--- src/rtl/prrs_pkg.sv ---
// package: types, codes and helpers of the priority round robin scheduler
`timescale 1ns / 1ps

package prrs_pkg;

    localparam int MAX_TASKS_DEF = 16;
    localparam logic [15:0] QUANTUM_RST = 16'd10;

    localparam logic OP_ADD      = 1'b0;
    localparam logic OP_DISPATCH = 1'b1;

    localparam logic [0:0] REG_QUANTUM = 1'b0;

    typedef enum logic [2:0] {
        ST_ADDED = 3'd0,
        ST_FULL  = 3'd1,
        ST_DUP   = 3'd2,
        ST_SLICE = 3'd3,
        ST_EMPTY = 3'd4
    } t_status;

    typedef enum logic [2:0] {
        S_IDLE,
        S_SCAN,
        S_SHIFT_UP,
        S_INS,
        S_D_HEAD,
        S_D_SHIFT,
        S_D_TAIL,
        S_OUT
    } t_state;

    typedef struct packed {
        logic        operation;
        logic [63:0] task_name;
        logic [7:0]  priority_req;
        logic [15:0] burst;
    } t_in;

    typedef struct packed {
        logic [2:0]  status;
        logic [63:0] slice_task;
        logic [15:0] slice_length;
        logic        task_finished;
        logic [31:0] time_now;
    } t_out;

    typedef struct packed {
        logic [63:0] name;
        logic [7:0]  prio;
        logic [15:0] burst;
    } t_entry;

    // a goes ahead of b: higher priority, then smaller name
    function automatic logic goes_before(input logic [7:0] pa, input logic [63:0] na,
                                         input logic [7:0] pb, input logic [63:0] nb);
        logic r;
        if (pa != pb) begin
            r = pa > pb;
        end else begin
            r = na < nb;
        end
        return r;
    endfunction

endpackage

--- src/rtl/prrs_mem.sv ---
// task table memory: one write port, one read port, registered read data
`timescale 1ns / 1ps

module prrs_mem #(
    parameter int DEPTH = 16,
    parameter int AW    = 4
) (
    input  logic            i_clk,
    input  logic            i_we,
    input  logic [AW-1:0]   i_waddr,
    input  prrs_pkg::t_entry i_wdata,
    input  logic [AW-1:0]   i_raddr,
    output prrs_pkg::t_entry o_rdata
);
    import prrs_pkg::*;

    t_entry r_mem [DEPTH];
    t_entry r_rdata;

    always_ff @(posedge i_clk) begin
        if (i_we) begin
            r_mem[i_waddr] <= i_wdata;
        end
        r_rdata <= r_mem[i_raddr];
    end

    assign o_rdata = r_rdata;

endmodule

--- src/rtl/prrs_ctrl.sv ---
// sequencer: scans and shifts the ordered task table through the memory
`timescale 1ns / 1ps

module prrs_ctrl #(
    parameter int MAX_TASKS = 16,
    parameter int AW        = 4,
    parameter int CW        = 5
) (
    input  logic             i_clk,
    input  logic             i_rst_n,
    input  logic [15:0]      i_quantum,
    input  logic             i_in_valid,
    output logic             o_in_ready,
    input  prrs_pkg::t_in    i_in,
    output logic             o_out_valid,
    input  logic             i_out_ready,
    output prrs_pkg::t_out   o_out,
    output logic             o_mem_we,
    output logic [AW-1:0]    o_mem_waddr,
    output prrs_pkg::t_entry o_mem_wdata,
    output logic [AW-1:0]    o_mem_raddr,
    input  prrs_pkg::t_entry i_mem_rdata
);
    import prrs_pkg::*;

    localparam logic [CW-1:0] MAX_CNT = CW'(MAX_TASKS);
    localparam logic [CW-1:0] ONE     = CW'(1);

    t_state        r_state, n_state;
    t_in           r_item, n_item;
    logic [CW-1:0] r_ptr, n_ptr;
    logic [CW-1:0] r_pos, n_pos;
    logic          r_found, n_found;
    logic          r_dup, n_dup;
    logic          r_fin, n_fin;
    t_entry        r_head, n_head;
    logic [CW-1:0] r_count, n_count;
    logic [31:0]   r_time, n_time;
    t_out          r_res, n_res;
    t_out          r_out, n_out;
    logic          r_out_valid, n_out_valid;

    t_entry        e;
    t_entry        rot_head;
    logic          is_last;
    logic          dup_now;
    logic          found_now;
    logic [CW-1:0] pos_now;
    logic          fin_now;
    logic [31:0]   time_fin;
    logic [31:0]   time_rot;

    always_ff @(posedge i_clk) begin
        if (!i_rst_n) begin
            r_state     <= S_IDLE;
            r_count     <= '0;
            r_time      <= '0;
            r_out_valid <= 1'b0;
        end else begin
            r_state     <= n_state;
            r_count     <= n_count;
            r_time      <= n_time;
            r_out_valid <= n_out_valid;
        end
    end

    always_ff @(posedge i_clk) begin
        r_item  <= n_item;
        r_ptr   <= n_ptr;
        r_pos   <= n_pos;
        r_found <= n_found;
        r_dup   <= n_dup;
        r_fin   <= n_fin;
        r_head  <= n_head;
        r_res   <= n_res;
        r_out   <= n_out;
    end

    always_comb begin
        e         = i_mem_rdata;
        rot_head  = '{name: r_head.name, prio: r_head.prio,
                      burst: r_head.burst - i_quantum};
        is_last   = (r_ptr == r_count - ONE);
        dup_now   = r_dup | ((e.name == r_item.task_name) && (e.prio == r_item.priority_req));
        found_now = r_found;
        pos_now   = r_pos;
        if (!r_found && goes_before(r_item.priority_req, r_item.task_name, e.prio, e.name)) begin
            found_now = 1'b1;
            pos_now   = r_ptr;
        end
        fin_now  = r_fin | ((r_ptr == ONE) && (e.prio != r_head.prio));
        time_fin = r_time + {16'b0, r_head.burst};
        time_rot = r_time + {16'b0, i_quantum};

        n_state     = r_state;
        n_item      = r_item;
        n_ptr       = r_ptr;
        n_pos       = r_pos;
        n_found     = r_found;
        n_dup       = r_dup;
        n_fin       = r_fin;
        n_head      = r_head;
        n_count     = r_count;
        n_time      = r_time;
        n_res       = r_res;
        n_out       = r_out;
        n_out_valid = r_out_valid & ~i_out_ready;

        o_mem_we    = 1'b0;
        o_mem_waddr = '0;
        o_mem_wdata = e;
        o_mem_raddr = '0;

        unique case (r_state)
            S_IDLE: begin
                if (i_in_valid) begin
                    n_item = i_in;
                    if (i_in.operation == OP_ADD) begin
                        n_dup   = 1'b0;
                        n_found = 1'b0;
                        n_ptr   = '0;
                        if (r_count == '0) begin
                            n_pos   = '0;
                            n_state = S_INS;
                        end else begin
                            n_pos   = r_count;
                            n_state = S_SCAN;
                        end
                    end else if (r_count == '0) begin
                        n_res   = '{status: ST_EMPTY, slice_task: '0, slice_length: '0,
                                    task_finished: 1'b0, time_now: r_time};
                        n_state = S_OUT;
                    end else begin
                        n_state = S_D_HEAD;
                    end
                end
            end
            S_SCAN: begin
                n_dup   = dup_now;
                n_found = found_now;
                n_pos   = pos_now;
                if (!is_last) begin
                    n_ptr       = r_ptr + ONE;
                    o_mem_raddr = AW'(r_ptr + ONE);
                end else if (dup_now) begin
                    n_res   = '{status: ST_DUP, slice_task: '0, slice_length: '0,
                                task_finished: 1'b0, time_now: r_time};
                    n_state = S_OUT;
                end else if (r_count == MAX_CNT) begin
                    n_res   = '{status: ST_FULL, slice_task: '0, slice_length: '0,
                                task_finished: 1'b0, time_now: r_time};
                    n_state = S_OUT;
                end else if (pos_now == r_count) begin
                    n_state = S_INS;
                end else begin
                    // move the tail up one slot, last entry first
                    n_ptr       = r_count - ONE;
                    o_mem_raddr = AW'(r_count - ONE);
                    n_state     = S_SHIFT_UP;
                end
            end
            S_SHIFT_UP: begin
                o_mem_we    = 1'b1;
                o_mem_waddr = AW'(r_ptr + ONE);
                if (r_ptr == r_pos) begin
                    n_state = S_INS;
                end else begin
                    n_ptr       = r_ptr - ONE;
                    o_mem_raddr = AW'(r_ptr - ONE);
                end
            end
            S_INS: begin
                o_mem_we    = 1'b1;
                o_mem_waddr = AW'(r_pos);
                o_mem_wdata = '{name: r_item.task_name, prio: r_item.priority_req,
                                burst: r_item.burst};
                n_count     = r_count + ONE;
                n_res       = '{status: ST_ADDED, slice_task: '0, slice_length: '0,
                                task_finished: 1'b0, time_now: r_time};
                n_state     = S_OUT;
            end
            S_D_HEAD: begin
                n_head = e;
                if (r_count == ONE) begin
                    n_count = '0;
                    n_time  = r_time + {16'b0, e.burst};
                    n_res   = '{status: ST_SLICE, slice_task: e.name, slice_length: e.burst,
                                task_finished: 1'b1, time_now: r_time + {16'b0, e.burst}};
                    n_state = S_OUT;
                end else begin
                    n_fin       = (e.burst <= i_quantum);
                    n_ptr       = ONE;
                    o_mem_raddr = AW'(ONE);
                    n_state     = S_D_SHIFT;
                end
            end
            S_D_SHIFT: begin
                // writes land one slot below the entry read, never on the next read
                n_fin       = fin_now;
                o_mem_we    = 1'b1;
                o_mem_waddr = AW'(r_ptr - ONE);
                if (fin_now || (e.prio == r_head.prio)) begin
                    if (!is_last) begin
                        n_ptr       = r_ptr + ONE;
                        o_mem_raddr = AW'(r_ptr + ONE);
                    end else if (fin_now) begin
                        n_count = r_count - ONE;
                        n_time  = time_fin;
                        n_res   = '{status: ST_SLICE, slice_task: r_head.name,
                                    slice_length: r_head.burst, task_finished: 1'b1,
                                    time_now: time_fin};
                        n_state = S_OUT;
                    end else begin
                        n_state = S_D_TAIL;
                    end
                end else begin
                    // end of the priority group: head goes in the freed slot
                    o_mem_wdata = rot_head;
                    n_time      = time_rot;
                    n_res       = '{status: ST_SLICE, slice_task: r_head.name,
                                    slice_length: i_quantum, task_finished: 1'b0,
                                    time_now: time_rot};
                    n_state     = S_OUT;
                end
            end
            S_D_TAIL: begin
                o_mem_we    = 1'b1;
                o_mem_waddr = AW'(r_ptr);
                o_mem_wdata = rot_head;
                n_time      = time_rot;
                n_res       = '{status: ST_SLICE, slice_task: r_head.name,
                                slice_length: i_quantum, task_finished: 1'b0,
                                time_now: time_rot};
                n_state     = S_OUT;
            end
            S_OUT: begin
                if (!r_out_valid || i_out_ready) begin
                    n_out       = r_res;
                    n_out_valid = 1'b1;
                    n_state     = S_IDLE;
                end
            end
            default: begin
                n_state = S_IDLE;
            end
        endcase
    end

    assign o_in_ready  = (r_state == S_IDLE);
    assign o_out_valid = r_out_valid;
    assign o_out       = r_out;

endmodule

--- src/rtl/priority_round_robin_scheduler.sv ---
// top level: configuration register, task table memory and sequencer
//
// channel | direction | handshake           | beat
// in      | input     | i_in_valid/o_in_ready   | t_in: operation, name, priority, burst
// out     | output    | o_out_valid/i_out_ready | t_out: status, slice, length, finished, time
// config  | input     | psel/penable/pready     | quantum at byte address 0
//
// an add scans the stored tasks, then shifts the tail up (scan, then shift), and a
// dispatch reads up to every stored task; the single read port of the table paces both.
// one item is in work at a time; the next is taken while the last result waits.
// reset clears the task count and elapsed time and sets the quantum to 10;
// table contents are not cleared.
// a stalled output holds the result register and the sequencer waits before loading.
`timescale 1ns / 1ps

module priority_round_robin_scheduler
    import prrs_pkg::*;
#(
    parameter int MAX_TASKS = prrs_pkg::MAX_TASKS_DEF
) (
    input  logic           i_clk,
    input  logic           i_rst_n,
    input  logic           i_in_valid,
    output logic           o_in_ready,
    input  prrs_pkg::t_in  i_in,
    output logic           o_out_valid,
    input  logic           i_out_ready,
    output prrs_pkg::t_out o_out,
    input  logic           psel,
    input  logic           penable,
    input  logic           pwrite,
    input  logic [2:0]     paddr,
    input  logic [31:0]    pwdata,
    output logic [31:0]    prdata,
    output logic           pready
);

    localparam int AW = $clog2(MAX_TASKS);
    localparam int CW = $clog2(MAX_TASKS + 1);

    logic [15:0]   r_quantum;
    logic          mem_we;
    logic [AW-1:0] mem_waddr;
    t_entry        mem_wdata;
    logic [AW-1:0] mem_raddr;
    t_entry        mem_rdata;

    always_ff @(posedge i_clk) begin
        if (!i_rst_n) begin
            r_quantum <= QUANTUM_RST;
        end else if (psel && penable && pwrite && pready && (paddr[2] == REG_QUANTUM)) begin
            r_quantum <= pwdata[15:0];
        end
    end

    assign pready = 1'b1;
    assign prdata = (paddr[2] == REG_QUANTUM) ? {16'b0, r_quantum} : 32'b0;

    prrs_mem #(
        .DEPTH (MAX_TASKS),
        .AW    (AW)
    ) u_mem (
        .i_clk   (i_clk),
        .i_we    (mem_we),
        .i_waddr (mem_waddr),
        .i_wdata (mem_wdata),
        .i_raddr (mem_raddr),
        .o_rdata (mem_rdata)
    );

    prrs_ctrl #(
        .MAX_TASKS (MAX_TASKS),
        .AW        (AW),
        .CW        (CW)
    ) u_ctrl (
        .i_clk       (i_clk),
        .i_rst_n     (i_rst_n),
        .i_quantum   (r_quantum),
        .i_in_valid  (i_in_valid),
        .o_in_ready  (o_in_ready),
        .i_in        (i_in),
        .o_out_valid (o_out_valid),
        .i_out_ready (i_out_ready),
        .o_out       (o_out),
        .o_mem_we    (mem_we),
        .o_mem_waddr (mem_waddr),
        .o_mem_wdata (mem_wdata),
        .o_mem_raddr (mem_raddr),
        .i_mem_rdata (mem_rdata)
    );

endmodule

--- config.mk ---
export PLATFORM = sky130hd
export DESIGN_NAME = priority_round_robin_scheduler
export DESIGN_NICKNAME = d
export VERILOG_FILES = /design/src/rtl/prrs_pkg.sv /design/src/rtl/prrs_mem.sv /design/src/rtl/prrs_ctrl.sv /design/src/rtl/priority_round_robin_scheduler.sv
export SDC_FILE = /design/constraint.sdc
export NUM_CORES = 2
export LEC_CHECK = 0
export ABC_AREA = 1
export BUFFER_PORTS_ARGS = -buffer_cell sky130_fd_sc_hd__buf_2
export CAP_MARGIN = 20
export CORE_MARGIN = 2
export CORE_UTILIZATION = 55
export DETAILED_ROUTE_END_ITERATION = 10
export PLACE_DENSITY = 0.7
export SETUP_SLACK_MARGIN = 0.5
export SLEW_MARGIN = 20
export SYNTH_ARGS = -nofsm -noshare
export SYNTH_HDL_FRONTEND = slang
export SYNTH_SLANG_ARGS = --single-unit
--- constraint.sdc ---
create_clock -name i_clk -period 16.5 [get_ports i_clk]
set_input_delay 0.825 -clock i_clk [delete_from_list [all_inputs] [get_ports i_clk]]
set_output_delay 0.825 -clock i_clk [all_outputs]
set_load 0.1 [all_outputs]
* After elaboration in Yosys (flattened, before gate mapping)
Memory sizes are Yosys's and may differ from the RTL's. A register that Yosys moved wholly into a read port is not among the register bits. Cells that the tools add are included.
Cells by class: add/sub/neg operators 8, magnitude comparators 3, equality and inequality tests 39, multiplexer cells 78, bitwise gates (word level) 5, reduce and logical (&&, ||, !) cells 30
Operators with widths (count):
- 2-to-1 mux 116 bit | 10
- case mux 116 bit (6 select lines) | 1
- case mux 88 bit (3 select lines) | 1
- 2-to-1 mux 32 bit | 4
- adder 32 x 16 -> 32 bit | 3
- case mux 32 bit (3 select lines) | 1
- 2-to-1 mux 5 bit | 18
- 2-to-1 mux 88 bit | 1
- == test 64 bit | 1
- < comparator 64 bit | 1
- case mux 4 bit (4 select lines) | 2
- 2-to-1 mux 4 bit | 7
- 2-to-1 mux 3 bit | 9
- case mux 5 bit (5 select lines) | 1
- case mux 3 bit (7 select lines) | 1
- != test 2 x 1 -> 1 bit (second input constant) | 10
- == test 8 bit | 2
- <= comparator 16 bit | 1
- 2-to-1 mux 16 bit | 1
- != test 8 bit | 2
- subtractor 16 bit | 1
- == test 5 bit | 3
- case mux 5 bit (3 select lines) | 1
- 2-to-1 mux 1 bit | 13
- 35 further kinds | 68
Storage, ports and cells: bits in registers 478, bits in writable memories 1408, output and inout bits 151, memories kept 1
Memories:
- u_mem.r_mem | depth 16, width 88, read ports 1, clocked after memory_dff 1, write ports 1, line prrs_mem.sv:17 | t_entry r_mem [DEPTH];

* Logic depth before layout (Yosys ltp)
depth in word-level cells 10, gate-level depth with buffers 33, mapped depth without buffers 31

* Hierarchy
Synthesis repeated with hierarchy kept, for this count alone.
Unflattened totals: cells, all modules 8487, area total of the unflattened synthesis 87871.8 um^2
By module, submodules not included:
- prrs_mem | times used 1, cells each 5778, area each 61702.9 um^2
- prrs_ctrl | times used 1, cells each 2551, area each 25122.8 um^2
- priority_round_robin_scheduler | times used 1, cells each 158, area each 1046.0 um^2

* Least setup slack after synthesis
No wires, ideal clock.
kind flip-flop to flip-flop, from register u_ctrl.r_state[1], to register u_ctrl.r_res[0] (netlist name), enable pin, library setup time 876 ps, data arrival time 13377 ps, required time 15624 ps, setup slack 2247 ps, stages on the path, launching flop included 9, buffers on the path 1, period minus slack after synthesis 14253 ps, cells stage by stage dfxtp_1 > clkbuf_1 > nor2_1 > inv_1 > nor2_1 > inv_1 > nand3_1 > nand3_1 > nor4_1
Between the ends: word-level cells in the longest chain between the ends 3
Ends and longest elaborated chain:
- from (decl) | line prrs_ctrl.sv:29 | t_state r_state, n_state;
- from (signal assigned) | line prrs_ctrl.sv:60 | r_state <= n_state;
- zero test 3 bit *
- via o_in_ready | line priority_round_robin_scheduler.sv:24 | output logic o_in_ready,
- nonzero test 6 bit (no line) (tied with other cells)
- AND reduction 9 bit (no line) *
- to (signal assigned) | line prrs_ctrl.sv:75 | r_res <= n_res;
- to (decl) | line prrs_ctrl.sv:39 | t_out r_res, n_res;
Mark *: on every way through the listed nets, which the timed path passes. The rest lies on a longest branch. A chain may end at the register's enable or synchronous reset.

* Worst setup path in the final report
from register u_ctrl.r_item[70] (netlist name), to register, netlist name u_mem.o_rdata[84]
Between the ends: word-level cells in the longest chain between the ends 10
Ends and longest elaborated chain:
- from (decl) | line prrs_ctrl.sv:30 | t_in r_item, n_item;
- from (signal assigned) | line prrs_ctrl.sv:68 | r_item <= n_item;
- < comparator 64 bit | line prrs_pkg.sv:61 | r = na < nb;
- 2-to-1 mux 1 bit | line prrs_pkg.sv:58 | if (pa != pb) begin
- logical AND 1 bit | line prrs_ctrl.sv:87 | if (!r_found && goes_before(r_item.priority_req, r_item.task_name, e.prio, e.name)) begin
- 2-to-1 mux 5 bit | line prrs_ctrl.sv:87
- == test 5 bit | line prrs_ctrl.sv:153 | end else if (pos_now == r_count) begin
- 2-to-1 mux 4 bit | line prrs_ctrl.sv:153
- 2-to-1 mux 4 bit | line prrs_ctrl.sv:149 | end else if (r_count == MAX_CNT) begin
- 2-to-1 mux 4 bit * | line prrs_ctrl.sv:145 | end else if (dup_now) begin
- 2-to-1 mux 4 bit * | line prrs_ctrl.sv:142 | if (!is_last) begin
- case mux 4 bit (4 select lines) * | line prrs_ctrl.sv:114 | unique case (r_state)
Every way passes the cells marked *; elsewhere a longest branch is shown, timed or not.

==> metrics <==
status=complete, no violations; Tmin final=between 7 and 8 ns; ANT cells=0; crit-path max FO=93; final HPWL from detailed placement=127 mm; Synth Area in Simple Gates=0.193; Worst path most repeated cell=nand2_1; remaining routing DRC violations=0; top cells by area, synth=edfxtp_1 62%, nand3_1 9.3%, nand2_1 6.5%; required time at the worst-slack endpoint=17.20 ns; Ports=282; power share of the sequential group=0.381; largest family of logic cells by synthesized area=simple AND/OR/NAND/NOR gates; Final TNS setup=0 ns; Max Cap Viol=0; crit share post-route=0.462; PortBufs=246; Critical Path End Type=flop; Die W=around 410 um; Reg2Reg Depth=27; worst-skew pair later-pin latency=between 0.8 and 0.9 ns; worst slew pin tran=roughly 1.2 ns; Hold Startpoint=i_in[62]; Synth Cell Area=between 80000 and 90000 um2; Area Growth Syn to Fin=10.8%; Hold Crit Class=primary input to flop; CTS Buffer Depth=3; Synth async-reset ratio=0; CP arrival=8.32 ns; Synth top area share=0.618; GRT Util Overall=0.287; Internal Pwr Total=about 12 mW; Critical Path Source Type=flop; Setup WS post-layout=8.88 ns; Slowest-stage cell, CP=buf_4; DRT Pass-1 Iters=8; cell taking the most area after synthesis=edfxtp_1; largest net degree at the start of global routing=around 240; Final nets=8696; grt total ovfl=0; syn avg cell area=approximately 11 um2; Slew HR=0.216; total die area=between 150000 and 200000 um2; Post-Route WL=240 mm; switching power total=roughly 8.6 mW; Max IR drop VDD=roughly 0.00028 V; worst setup path class=flop to flop; switching share of total power=0.409; FF-to-FF Start=u_ctrl.r_item[70]; Lkg Pwr=39.6 nW; Critical Path Source=u_ctrl.r_item[70]; Core Footprint=161000 um2; Final Hold Viols=0; post-cts sizing count=0; Synth Instances=between 8000 and 9000; Worst-path clk slew=0.06 ns; initial core utilization=0.554; EDFF count, synth=1829; clock sink count=1974; postcts setup bufs=0; Post-Place Setup Slack=9.11 ns; post-synthesis share of cell area spent on xor and xnor gates=0.00709; vias in the first global route=59357; Worst Hold Depth=1; FF-to-FF setup slack=between 8 and 9 ns; Yosys reg bits=1974; Logic pwr share=0.406; DR WL/cell=between 20 and 25 um; worst stage delay on the critical path=0.94 ns; sequential area share after synthesis=0.651; H-Tree Depth=4; via count=~63000; final max-slew violation count=0; post-route antenna net violation count=0; row count=147; GPL Wtd Cong=0.906; f_max=0.131 GHz; first-pass GRT wire length=356 mm; unrepaired setup endpoints after global routing=false; Hold Buf Count CTS=0; CTS tree=done; share of layout cells above drive strength 1=0.0915; Via density=5.85; Root Buffer=clkbuf_16; DR iter-0 viols=~7600; layout filler cell count=12343; TritonCTS buffer count=197; Synthesis Warnings=0; count of unique library cells instantiated by Yosys=58; initial antenna violation count=3; post-synthesis mux area share=0; Final Skew=between 0.03 and 0.04 ns; area fraction in compound gates after synthesis=0.0435; clock share of power=0.213; Power Dens Cells=214 nW/um2; die outline height=406 um; Primary FF master, synth=edfxtp_1; adder-cell share of the synthesized area=0.0231; setup violators final=0
## metrics by stage
| step | area, um2 | hold slack, ns | cells | total power [mW] | util |
|---|---|---|---|---|---|
| 4_1_cts | 98000 | 0.0855 | 10727 | 20.9 | 0.610 |
| 5_1_grt | 98500 | 0.110 | 10739 | 22.2 | 0.614 |
| 2_1_floorplan | 88900 | 0.400 | 8325 | 14.1 | - |
| 3_5_place_dp | 91500 | 0.405 | 10352 | 16.4 | 0.570 |
| 6_report | 98500 | 0.144 | 10739 | 21.1 | 0.614 |
| 3_3_place_gp | 91500 | 0.403 | 10349 | 16.2 | 0.570 |
## critical path, delay by kind of cell, from the launching register on
family                   cells  cell delay [ns]
adder cells (fa/ha/maj)      1             0.33
buffers and inverters        3             2.60
flip-flops                   1             0.51
AND/OR/NAND/NOR             23             3.81
## path summary, 6_finish.rpt
path / end
max: u_mem.o_rdata[84]
min: u_ctrl.r_item[62]
max reg2reg: u_mem.o_rdata[84]
min reg2reg: u_ctrl.o_out[65]
## state kept, by name, summed over array words and instances, names as in the netlist
register / count
u_ctrl.r_state: 3
u_ctrl.r_fin: 1
r_quantum: 16
u_ctrl.r_item: 88
u_ctrl.r_count: 5
u_ctrl.o_out: 116
u_ctrl.r_pos: 5
u_ctrl.r_found: 1
u_ctrl.r_ptr: 5
u_mem.r_mem: 1408
u_ctrl.o_out_valid: 1
u_ctrl.r_head: 88
u_ctrl.r_res: 116
u_ctrl.r_time: 32
u_mem.o_rdata: 88
u_ctrl.r_dup: 1
## kinds of logic after synthesis
group           Yosys count
simple gates           3711
flops                  1974
buf+inv                1764
compound gates          625
fa+ha+maj               162
xor+xnor                 72
other cells               2
## power by group through the flow
| stage | Sequential, mW | Combinational, mW | Clock, mW |
|---|---|---|---|
| finish | 8.03 | 8.56 | 4.49 |
| global route | 8.11 | 9.40 | 4.72 |
| CTS | 8.04 | 8.34 | 4.53 |
| detailed placement | 8.14 | 8.28 | 0 |
| global placement | 8.10 | 8.08 | 0 |
| floorplan | 8.17 | 5.94 | 0 |
## layout make-up
type                    instances  area (um2)  share of cell area
flip-flops and latches       1974       57800               0.587
well taps                    2160        2700              0.0274
clock inverters               118        1210              0.0123
clock buffers                 257        5330              0.0541
repair buffers                359        2140              0.0217
multi-input cells            4587       24500               0.248
inverters                    1284        4840              0.0491
## metal layers
layer,track usage,up-vias,share of wire
li1,-,28619,-
met1,0.385,30374,0.39
met2,0.468,3273,0.47
met3,0.0479,556,0.10
met4,0.112,0,0.038
met5,0,-,0
## cell usage after synthesis (4+ instances only)
cell,number
nor2_2,6
inv_1,1270
buf_4,41
a21oi_1,186
buf_6,38
a21o_1,5
a32oi_1,8
xor2_1,55
buf_1,39
buf_2,200
inv_2,10
clkbuf_1,162
ha_1,158
a21boi_0,9
o22ai_1,60
nand2_1,1532
o221ai_1,51
a31oi_1,8
o21ai_1,12
xnor2_1,17
or2_2,7
o211ai_1,16
nor2_1,183
nand3b_1,266
o21ai_0,163
nand4_1,9
nand3_1,1658
clkinv_1,4
a211oi_1,19
a221oi_1,21
nor4_1,6
o21bai_1,6
nor3_1,24
fa_1,4
dfxtp_1,145
nand2_2,6
edfxtp_1,1829
o2111ai_1,44
## cell usage in the layout, fill, tap and decap left out, drive strengths merged, types with 16 or more instances in the layout
cell type     n
o22ai        60
nand2      1540
a21oi       187
a211oi       19
edfxtp     1829
ha          158
inv        1289
clkbuf      261
xnor2        17
a221oi       21
o2111ai      44
nand3      1660
xor2         55
nand3b      266
o211ai       16
conb         17
o221ai       51
buf         355
dfxtp       145
clkinv       89
nor2        190
nor3         24
o21ai       175
No activity file was read; power rests on OpenSTA's default activity.
